==> config.mk <==
export PLATFORM = sky130hd
export DESIGN_NAME = glyph_2bpp_row_repack_unit
export DESIGN_NICKNAME = d
export VERILOG_FILES = /design/src/grr_pkg.sv /design/src/grr_front.sv /design/src/grr_fifo.sv /design/src/grr_back.sv /design/src/glyph_2bpp_row_repack_unit.sv
export SDC_FILE = /design/constraint.sdc
export NUM_CORES = 1
export LEC_CHECK = 0
export ABC_AREA = 0
export BUFFER_PORTS_ARGS = -buffer_cell sky130_fd_sc_hd__buf_2
export CORE_ASPECT_RATIO = 2
export CORE_MARGIN = 4
export CORE_UTILIZATION = 60
export CTS_CLUSTER_SIZE = 25
export DETAILED_ROUTE_END_ITERATION = 6
export GPL_ROUTABILITY_DRIVEN = 0
export PLACE_DENSITY_LB_ADDON = 0.1
export SLEW_MARGIN = 5
export SYNTH_ARGS = -nofsm -noshare
export SYNTH_HDL_FRONTEND = slang
export SYNTH_HIERARCHICAL = 1
export SYNTH_SLANG_ARGS = --single-unit
==> constraint.sdc <==
create_clock -name clk -period 6.95 [get_ports clk]
set_input_delay 1.0425 -clock clk [delete_from_list [all_inputs] [get_ports clk]]
set_output_delay 1.0425 -clock clk [all_outputs]
set_load 0.01 [all_outputs]
==> src/grr_pkg.sv <==
// ----------------------------------------------------------------------------
// grr_pkg: shared types for the 2bpp glyph row repacker
// Item format passed from the front classifier to the packing back end.
// ----------------------------------------------------------------------------
`default_nettype none

package grr_pkg;

  // Number of pixels kept from one source byte: 1..4
  typedef logic [2:0] px_count_t;

  // Classified source byte, as queued between front and back
  typedef struct packed {
    logic [7:0] src;        // source byte, first pixel in bits 7:6
    px_count_t  count;      // pixels inside the glyph width
    logic       clear;      // first byte of a glyph: drop packing state
    logic       glyph_end;  // last source byte of the glyph: flush
  } work_item_t;

  // One packed output item
  typedef struct packed {
    logic [7:0] data;
    logic       last;
  } out_item_t;

endpackage

`default_nettype wire

==> src/grr_front.sv <==
// ----------------------------------------------------------------------------
// grr_front: source byte classifier
// Tracks glyph size, column and row; decides how many pixels of each byte
// are kept and whether the byte ends the glyph. Ignored bytes are dropped.
// ----------------------------------------------------------------------------
`default_nettype none

module grr_front (
  input  wire logic              clk,
  input  wire logic              rst,
  input  wire logic              in_valid,
  output logic                   in_stall,
  input  wire logic [7:0]        aligned_byte,
  input  wire logic [7:0]        glyph_width,
  input  wire logic [7:0]        glyph_height,
  input  wire logic              first_of_glyph,
  input  wire logic              q_full,
  output logic                   push,
  output grr_pkg::work_item_t    push_item
);

  logic [7:0] held_width;
  logic [7:0] held_height;
  logic [5:0] column_byte;
  logic [7:0] row_index;

  logic [7:0] width_eff;
  logic [7:0] height_eff;
  logic [5:0] col_eff;
  logic [7:0] row_eff;
  logic [6:0] stride;
  logic       active;
  logic       last_col;
  logic       accept;
  logic [7:0] width_m1;

  assign in_stall = q_full;
  assign accept   = in_valid && !in_stall;

  // effective glyph state after a possible restart
  always_comb begin
    if (first_of_glyph) begin
      width_eff  = glyph_width;
      height_eff = glyph_height;
      col_eff    = 6'd0;
      row_eff    = 8'd0;
    end else begin
      width_eff  = held_width;
      height_eff = held_height;
      col_eff    = column_byte;
      row_eff    = row_index;
    end
    width_m1 = width_eff - 8'd1;
    stride   = 7'((9'({1'b0, width_eff}) + 9'd3) >> 2);
    active   = (width_eff != 8'd0) && (height_eff != 8'd0) && (row_eff < height_eff);
    last_col = (7'({1'b0, col_eff}) + 7'd1) >= stride;
  end

  // classified item for the back end
  always_comb begin
    push_item.src       = aligned_byte;
    push_item.count     = last_col ? (3'({1'b0, width_m1[1:0]}) + 3'd1) : 3'd4;
    push_item.clear     = first_of_glyph;
    push_item.glyph_end = last_col && ((row_eff + 8'd1) == height_eff);
    push                = accept && active;
  end

  // position tracking
  always_ff @(posedge clk) begin
    if (rst) begin
      held_width  <= 8'd0;
      held_height <= 8'd0;
      column_byte <= 6'd0;
      row_index   <= 8'd0;
    end else if (accept) begin
      held_width  <= width_eff;
      held_height <= height_eff;
      if (active && last_col) begin
        column_byte <= 6'd0;
        row_index   <= row_eff + 8'd1;
      end else if (active) begin
        column_byte <= col_eff + 6'd1;
        row_index   <= row_eff;
      end else begin
        column_byte <= col_eff;
        row_index   <= row_eff;
      end
    end
  end

endmodule

`default_nettype wire

==> src/grr_fifo.sv <==
// ----------------------------------------------------------------------------
// grr_fifo: small queue between classifier and packer
// Register-based FIFO; full is derived from the stored count only.
// ----------------------------------------------------------------------------
`default_nettype none

module grr_fifo #(
  parameter int DEPTH = 2
) (
  input  wire logic                clk,
  input  wire logic                rst,
  input  wire logic                push,
  input  wire grr_pkg::work_item_t push_item,
  output logic                     full,
  output logic                     q_valid,
  input  wire logic                pop,
  output grr_pkg::work_item_t      head
);

  localparam int PW = (DEPTH > 1) ? $clog2(DEPTH) : 1;
  localparam int CW = $clog2(DEPTH + 1);

  grr_pkg::work_item_t mem [DEPTH];
  logic [PW-1:0] wr_ptr;
  logic [PW-1:0] rd_ptr;
  logic [CW-1:0] count;

  assign full    = (count == CW'(DEPTH));
  assign q_valid = (count != '0);
  assign head    = mem[rd_ptr];

  // storage write
  always_ff @(posedge clk) begin
    if (push) begin
      mem[wr_ptr] <= push_item;
    end
  end

  // pointers and fill count
  always_ff @(posedge clk) begin
    if (rst) begin
      wr_ptr <= '0;
      rd_ptr <= '0;
      count  <= '0;
    end else begin
      if (push) begin
        wr_ptr <= (wr_ptr == PW'(DEPTH - 1)) ? '0 : wr_ptr + PW'(1);
      end
      if (pop) begin
        rd_ptr <= (rd_ptr == PW'(DEPTH - 1)) ? '0 : rd_ptr + PW'(1);
      end
      if (push && !pop) begin
        count <= count + CW'(1);
      end else if (pop && !push) begin
        count <= count - CW'(1);
      end
    end
  end

  // queue never overruns or underruns
  a_no_overflow: assert property (@(posedge clk) disable iff (rst)
    push |-> !full)
    else $error("grr_fifo: push into full queue");
  a_no_underflow: assert property (@(posedge clk) disable iff (rst)
    pop |-> q_valid)
    else $error("grr_fifo: pop from empty queue");
  a_count_range: assert property (@(posedge clk) disable iff (rst)
    count <= CW'(DEPTH))
    else $error("grr_fifo: count out of range");

endmodule

`default_nettype wire

==> src/grr_back.sv <==
// ----------------------------------------------------------------------------
// grr_back: pixel packer and output stage
// Joins pending pixels with the kept pixels of each item, emits up to two
// bytes per item through an output register and one spare slot.
// ----------------------------------------------------------------------------
`default_nettype none

module grr_back (
  input  wire logic                clk,
  input  wire logic                rst,
  input  wire logic                q_valid,
  input  wire grr_pkg::work_item_t head,
  output logic                     pop,
  output logic                     out_valid,
  input  wire logic                out_stall,
  output logic [7:0]               packed_byte,
  output logic                     last_of_glyph
);

  logic [5:0] pixel_accumulator;
  logic [2:0] pending_bits;

  grr_pkg::out_item_t out_reg;
  grr_pkg::out_item_t spare_reg;
  logic               spare_valid;

  logic [5:0]  acc_eff;
  logic [2:0]  bits_eff;
  logic [3:0]  px_bits;
  logic [13:0] wide;
  logic [3:0]  total;
  logic [3:0]  sh;
  logic [2:0]  rem_bits;
  logic [5:0]  rem_mask;
  logic [5:0]  rem;
  logic        full_byte;
  grr_pkg::out_item_t res1;
  grr_pkg::out_item_t res2;
  logic        has1;
  logic        has2;
  logic [5:0]  pixel_accumulator_next;
  logic [2:0]  pending_bits_next;
  logic        out_free;

  assign out_free      = !out_valid || !out_stall;
  assign pop           = q_valid && !spare_valid && out_free;
  assign packed_byte   = out_reg.data;
  assign last_of_glyph = out_reg.last;

  // combine pending pixels with this item
  always_comb begin
    acc_eff   = head.clear ? 6'd0 : pixel_accumulator;
    bits_eff  = head.clear ? 3'd0 : pending_bits;
    px_bits   = {head.count, 1'b0};
    wide      = (14'(acc_eff) << px_bits) | (14'(head.src) >> (4'd8 - px_bits));
    total     = 4'(bits_eff) + px_bits;
    full_byte = total >= 4'd8;
    sh        = full_byte ? (total - 4'd8) : 4'd0;
    rem_bits  = full_byte ? sh[2:0] : total[2:0];
    rem_mask  = (6'd1 << rem_bits) - 6'd1;
    rem       = wide[5:0] & rem_mask;

    res1.data = 8'(wide >> sh);
    res1.last = 1'b0;
    res2.data = 8'({2'b00, rem} << (4'd8 - 4'(rem_bits)));
    res2.last = 1'b1;
    has1      = full_byte;
    has2      = 1'b0;
    pixel_accumulator_next = rem;
    pending_bits_next      = rem_bits;

    // glyph end: flush remainder and mark the final byte
    if (head.glyph_end) begin
      pixel_accumulator_next = 6'd0;
      pending_bits_next      = 3'd0;
      if (full_byte) begin
        if (rem_bits != 3'd0) begin
          has2 = 1'b1;
        end else begin
          res1.last = 1'b1;
        end
      end else begin
        has1      = 1'b1;
        res1.data = wide[7:0] << (4'd8 - total);
        res1.last = 1'b1;
      end
    end
  end

  // packing state
  always_ff @(posedge clk) begin
    if (rst) begin
      pixel_accumulator <= 6'd0;
      pending_bits      <= 3'd0;
    end else if (pop) begin
      pixel_accumulator <= pixel_accumulator_next;
      pending_bits      <= pending_bits_next;
    end
  end

  // output register and spare slot
  always_ff @(posedge clk) begin
    if (rst) begin
      out_valid   <= 1'b0;
      spare_valid <= 1'b0;
    end else if (out_free) begin
      if (spare_valid) begin
        out_valid   <= 1'b1;
        spare_valid <= 1'b0;
      end else if (pop) begin
        out_valid   <= has1;
        spare_valid <= has2;
      end else begin
        out_valid   <= 1'b0;
      end
    end
  end

  always_ff @(posedge clk) begin
    if (out_free) begin
      if (spare_valid) begin
        out_reg <= spare_reg;
      end else if (pop) begin
        out_reg   <= res1;
        spare_reg <= res2;
      end
    end
  end

  // spare slot only fills behind a held output byte
  a_spare_behind_out: assert property (@(posedge clk) disable iff (rst)
    spare_valid |-> out_valid)
    else $error("grr_back: spare byte without output byte");
  // pending bit count stays an even number below a byte
  a_bits_even: assert property (@(posedge clk) disable iff (rst)
    !pending_bits[0] && (pending_bits != 3'd7))
    else $error("grr_back: bad pending bit count");
  // a glyph end leaves no pending pixels
  a_end_flushes: assert property (@(posedge clk) disable iff (rst)
    pop && head.glyph_end |=> pending_bits == 3'd0)
    else $error("grr_back: pixels left after glyph end");
  // a double result is never a spare byte without the last mark
  a_spare_last: assert property (@(posedge clk) disable iff (rst)
    spare_valid |-> spare_reg.last)
    else $error("grr_back: spare byte not marked last");

endmodule

`default_nettype wire

==> src/glyph_2bpp_row_repack_unit.sv <==
// ----------------------------------------------------------------------------
// glyph_2bpp_row_repack_unit: 2bpp glyph row padding removal
// Strips the byte padding at the end of each glyph row and repacks pixels.
// ----------------------------------------------------------------------------
// Usage:
//   Input channel (in_valid / in_stall) takes one row-aligned source byte per
//   item with the glyph width, height and a first-of-glyph flag. Output
//   channel (out_valid / out_stall) gives packed bytes; the final byte of a
//   glyph carries last_of_glyph.
//   Throughput: one source byte per cycle while the queue is not full. A
//   byte that yields two packed bytes (only the glyph's last byte, when it
//   completes one byte and flushes a partial one) puts the second in the
//   spare slot, which holds the packer until it moves to the output register.
//   Path from an accepted byte to its first packed byte: classifier into the
//   queue, packer into the output register.
//   Bytes outside a glyph, or with zero width or height, give no output.
//   Reset clears the glyph position, the packing state, the queue and the
//   output stage; bytes before the first first_of_glyph are ignored.
//   When the receiver stalls the output byte holds; the queue fills and
//   in_stall rises once it is full.
// ----------------------------------------------------------------------------
`default_nettype none

module glyph_2bpp_row_repack_unit #(
  parameter int QUEUE_DEPTH = 2
) (
  input  wire logic        clk,
  input  wire logic        rst,
  input  wire logic        in_valid,
  output logic             in_stall,
  input  wire logic [7:0]  aligned_byte,
  input  wire logic [7:0]  glyph_width,
  input  wire logic [7:0]  glyph_height,
  input  wire logic        first_of_glyph,
  output logic             out_valid,
  input  wire logic        out_stall,
  output logic [7:0]       packed_byte,
  output logic             last_of_glyph
);

  logic                q_full;
  logic                push;
  grr_pkg::work_item_t push_item;
  logic                q_valid;
  logic                pop;
  grr_pkg::work_item_t head;

  // classifier
  grr_front u_front (
    .clk            (clk),
    .rst            (rst),
    .in_valid       (in_valid),
    .in_stall       (in_stall),
    .aligned_byte   (aligned_byte),
    .glyph_width    (glyph_width),
    .glyph_height   (glyph_height),
    .first_of_glyph (first_of_glyph),
    .q_full         (q_full),
    .push           (push),
    .push_item      (push_item)
  );

  // decoupling queue
  grr_fifo #(
    .DEPTH (QUEUE_DEPTH)
  ) u_fifo (
    .clk       (clk),
    .rst       (rst),
    .push      (push),
    .push_item (push_item),
    .full      (q_full),
    .q_valid   (q_valid),
    .pop       (pop),
    .head      (head)
  );

  // packer and output stage
  grr_back u_back (
    .clk           (clk),
    .rst           (rst),
    .q_valid       (q_valid),
    .head          (head),
    .pop           (pop),
    .out_valid     (out_valid),
    .out_stall     (out_stall),
    .packed_byte   (packed_byte),
    .last_of_glyph (last_of_glyph)
  );

endmodule

`default_nettype wire

==> metrics.txt <==
CTS Hold Bufs 0; Hold Startpoint u_front/held_height[4]; largest net degree at the start of global routing 51; DRT iter0 DRCs 389; net count after synthesis 762; max cap viols 0; crit-path max FO 50; CP Class input port to flop; Hold EP u_front/held_height[4]; first-pass GRT wire length 26.74 mm; Max VDD drop 0.2177 mV; DR vias 5592; crit-path cells buf_2 > buf_4 > nand2b_1 > inv_1 > ha_1 > a21boi_0 > a211oi_2 > nand4_2 > inv_2 > nor2b_1; overall die height 153.2 um; placed insts 832; met3 wire len 762 um; hold crit path type flop to flop; Unique masters post-synth 87; H-tree Lvls 3; initial cell density of the core 61.88%; RSZ-0062 raised after global routing no; status finished clean; CTS sink cnt 89; Core Box Area 10210 um^2; flop and latch count out of synthesis 89; GR Util All Layers 27.84%; share of post-route cells with drive strength above 1 13.88%; WL met1 5.697 mm; setup bufs post-CTS 0; Period minus WS final 4642 ps; vias per inst 6.594; worst-skew pair later-pin latency 340 ps; vias in the first global route 5624; area grow syn2layout 6.196%; relative max-transition margin 16.99%; Hold Path Stages 2; Reg2Reg Depth 11; total I/O pin count 40; Pleak 2.559 nW; Max Used Layer met4; Hold Fails Final Rpt 0; Tot Pwr 0.002558 W; drt total wl 16.81 mm; Synth Flop Type dfxtp_1; max reg flops 26; number of antenna diodes 0; reg2reg end u_back/packed_byte[5]; initial antenna violation count 0; nature of the critical path endpoint flop; Final Cycle Share 66.80%; mapped cell area 6321 um^2; die area 12340 um^2; max-slew violations 0; Fill cells 894; final worst setup slack 2308 ps; Worst Path Required 6900 ps; R2R setup slack 2370 ps; Power Dens Cells 381.1 nW/um^2; most frequent cells in the layout nand2_1, a21oi_1, nor2_1; fmax 0.2154 GHz; I/O Buffers 39; Top reg by flops u_fifo/mem; CTS Buf Count 9; global route overflow 0; Slowest-stage cell, CP nor2b_1; slowest stage delay, CP 990 ps; Die Span X 80.58 um; ys async rst share 0%; met2 wire len 9.037 mm; setup TNS 0 ps; clock tree buffer depth 2; Syn Area/Cell 8.941 um^2; ANT nets after route 0; Tightest Pin Transition 1243 ps; Final Setup Violations 0; # nets final 763; # rows 52; wire per inst 19.83 um; Post-Synthesis Cells 707; detailed-route DRC error count 0; post-synthesis sequential area ratio 35.00%; Post-synth EDFFs 43; Gates resized, CTS repair 0; clock transition at the registers of the reported paths 60 ps; synth warn 6; CTS tree done; Worst EP arrival 4600 ps; fin cells 848; hpwl dp 12.49 mm; commonest non-fill, non-tap cell in the layout nand2_1; Clock Skew 8.075 ps; Clock Tree Root clkbuf_16; Startpoint Class input port; Initial DRT Pass Iterations 7; Setup WS pre-CTS 1971 ps
synth_stat cells, drive strengths merged, types with 5 or more instances:
cell type | count | area (um^2)
mux2 | 22 | 247.7
edfxtp | 43 | 1291
nand3 | 32 | 160.2
nand3b | 5 | 37.54
nand2b | 10 | 62.56
a22oi | 10 | 80.07
nor3 | 20 | 110.1
dfxtp | 46 | 920.9
buf | 34 | 220.2
o22ai | 7 | 50.05
nor2 | 55 | 214.0
mux2i | 35 | 350.3
a21o | 5 | 37.54
clkbuf | 17 | 63.81
a22o | 7 | 61.31
nor4 | 5 | 31.28
ha | 25 | 312.8
a21oi | 53 | 265.3
nand4 | 8 | 56.30
xor2 | 19 | 173.9
nand2 | 85 | 319.1
xnor2 | 17 | 148.9
inv | 15 | 56.31
or3 | 5 | 31.28
a32oi | 5 | 43.79
o21ai | 24 | 120.1
nor2b | 15 | 96.34
a221oi | 5 | 50.04
layout make-up:
type                    count  area, um^2  area share (%)
clock buffers              10       229.0           3.411
clock inverters             6       67.56           1.007
inverters                  16       60.06          0.8947
multi-input cells         551        3765           56.09
flip-flops and latches     89        2212           32.95
well taps                 135       168.9           2.516
repair buffers             41       210.2           3.131
layer usage:
layer / vias up / global-route usage, %
li1: 2607 / -
met1: 2622 / 26.43
met2: 264 / 50.87
met3: 99 / 4.064
met4: 0 / 21.60
met5: - / 0
power by group:
group / switching (W) / total, W / internal (W) / leakage (nW)
registers: 0.0000624 / 0.000767 / 0.000704 / 0.781
clock network: 0.000212 / 0.000492 / 0.000280 / 0.141
logic: 0.000834 / 0.00130 / 0.000465 / 1.64
total: 0.00111 / 0.00256 / 0.00145 / 2.56
logic make-up after synthesis:
kind of cell	synth area share (%)
buf+inv	5.443
simple gates	21.10
fa+ha+maj	5.265
compound gates	17.91
xor+xnor	5.107
mux	10.17
flops	35.00
through the flow:
step                hold WS (ps)  utilization [%]  cell area, um^2
floorplan                  443.6                -             6321
global placement           450.5            62.81             6416
detailed placement         464.2            62.81             6416
CTS                        473.7            65.72             6713
global route               498.2            65.72             6713
finish                     475.6            65.72             6713
worst max-delay path by stage:
| stage | start | to | slack, ps | cells after the start |
|---|---|---|---|---|
| after detailed placement | first_of_glyph | u_fifo/mem[0][10] | 1970 | 10 |
| after global placement | first_of_glyph | u_fifo/mem[0][8] | 2180 | 10 |
| final | first_of_glyph | u_fifo/mem[0][12] | 2310 | 10 |
| after floorplan | first_of_glyph | u_fifo/mem[0][0] | 2640 | 14 |
| after global routing | first_of_glyph | u_fifo/mem[0][0] | 1990 | 10 |
| after CTS | first_of_glyph | u_fifo/mem[0][0] | 2320 | 10 |
worst max-delay path: cells and delay by family:
kind | cells | cell delay (ps)
simple gates | 3 | 1490
buf+inv | 4 | 1350
compound gates | 2 | 390
fa+ha+maj | 1 | 280
No activity file was read; power rests on OpenSTA's default activity.
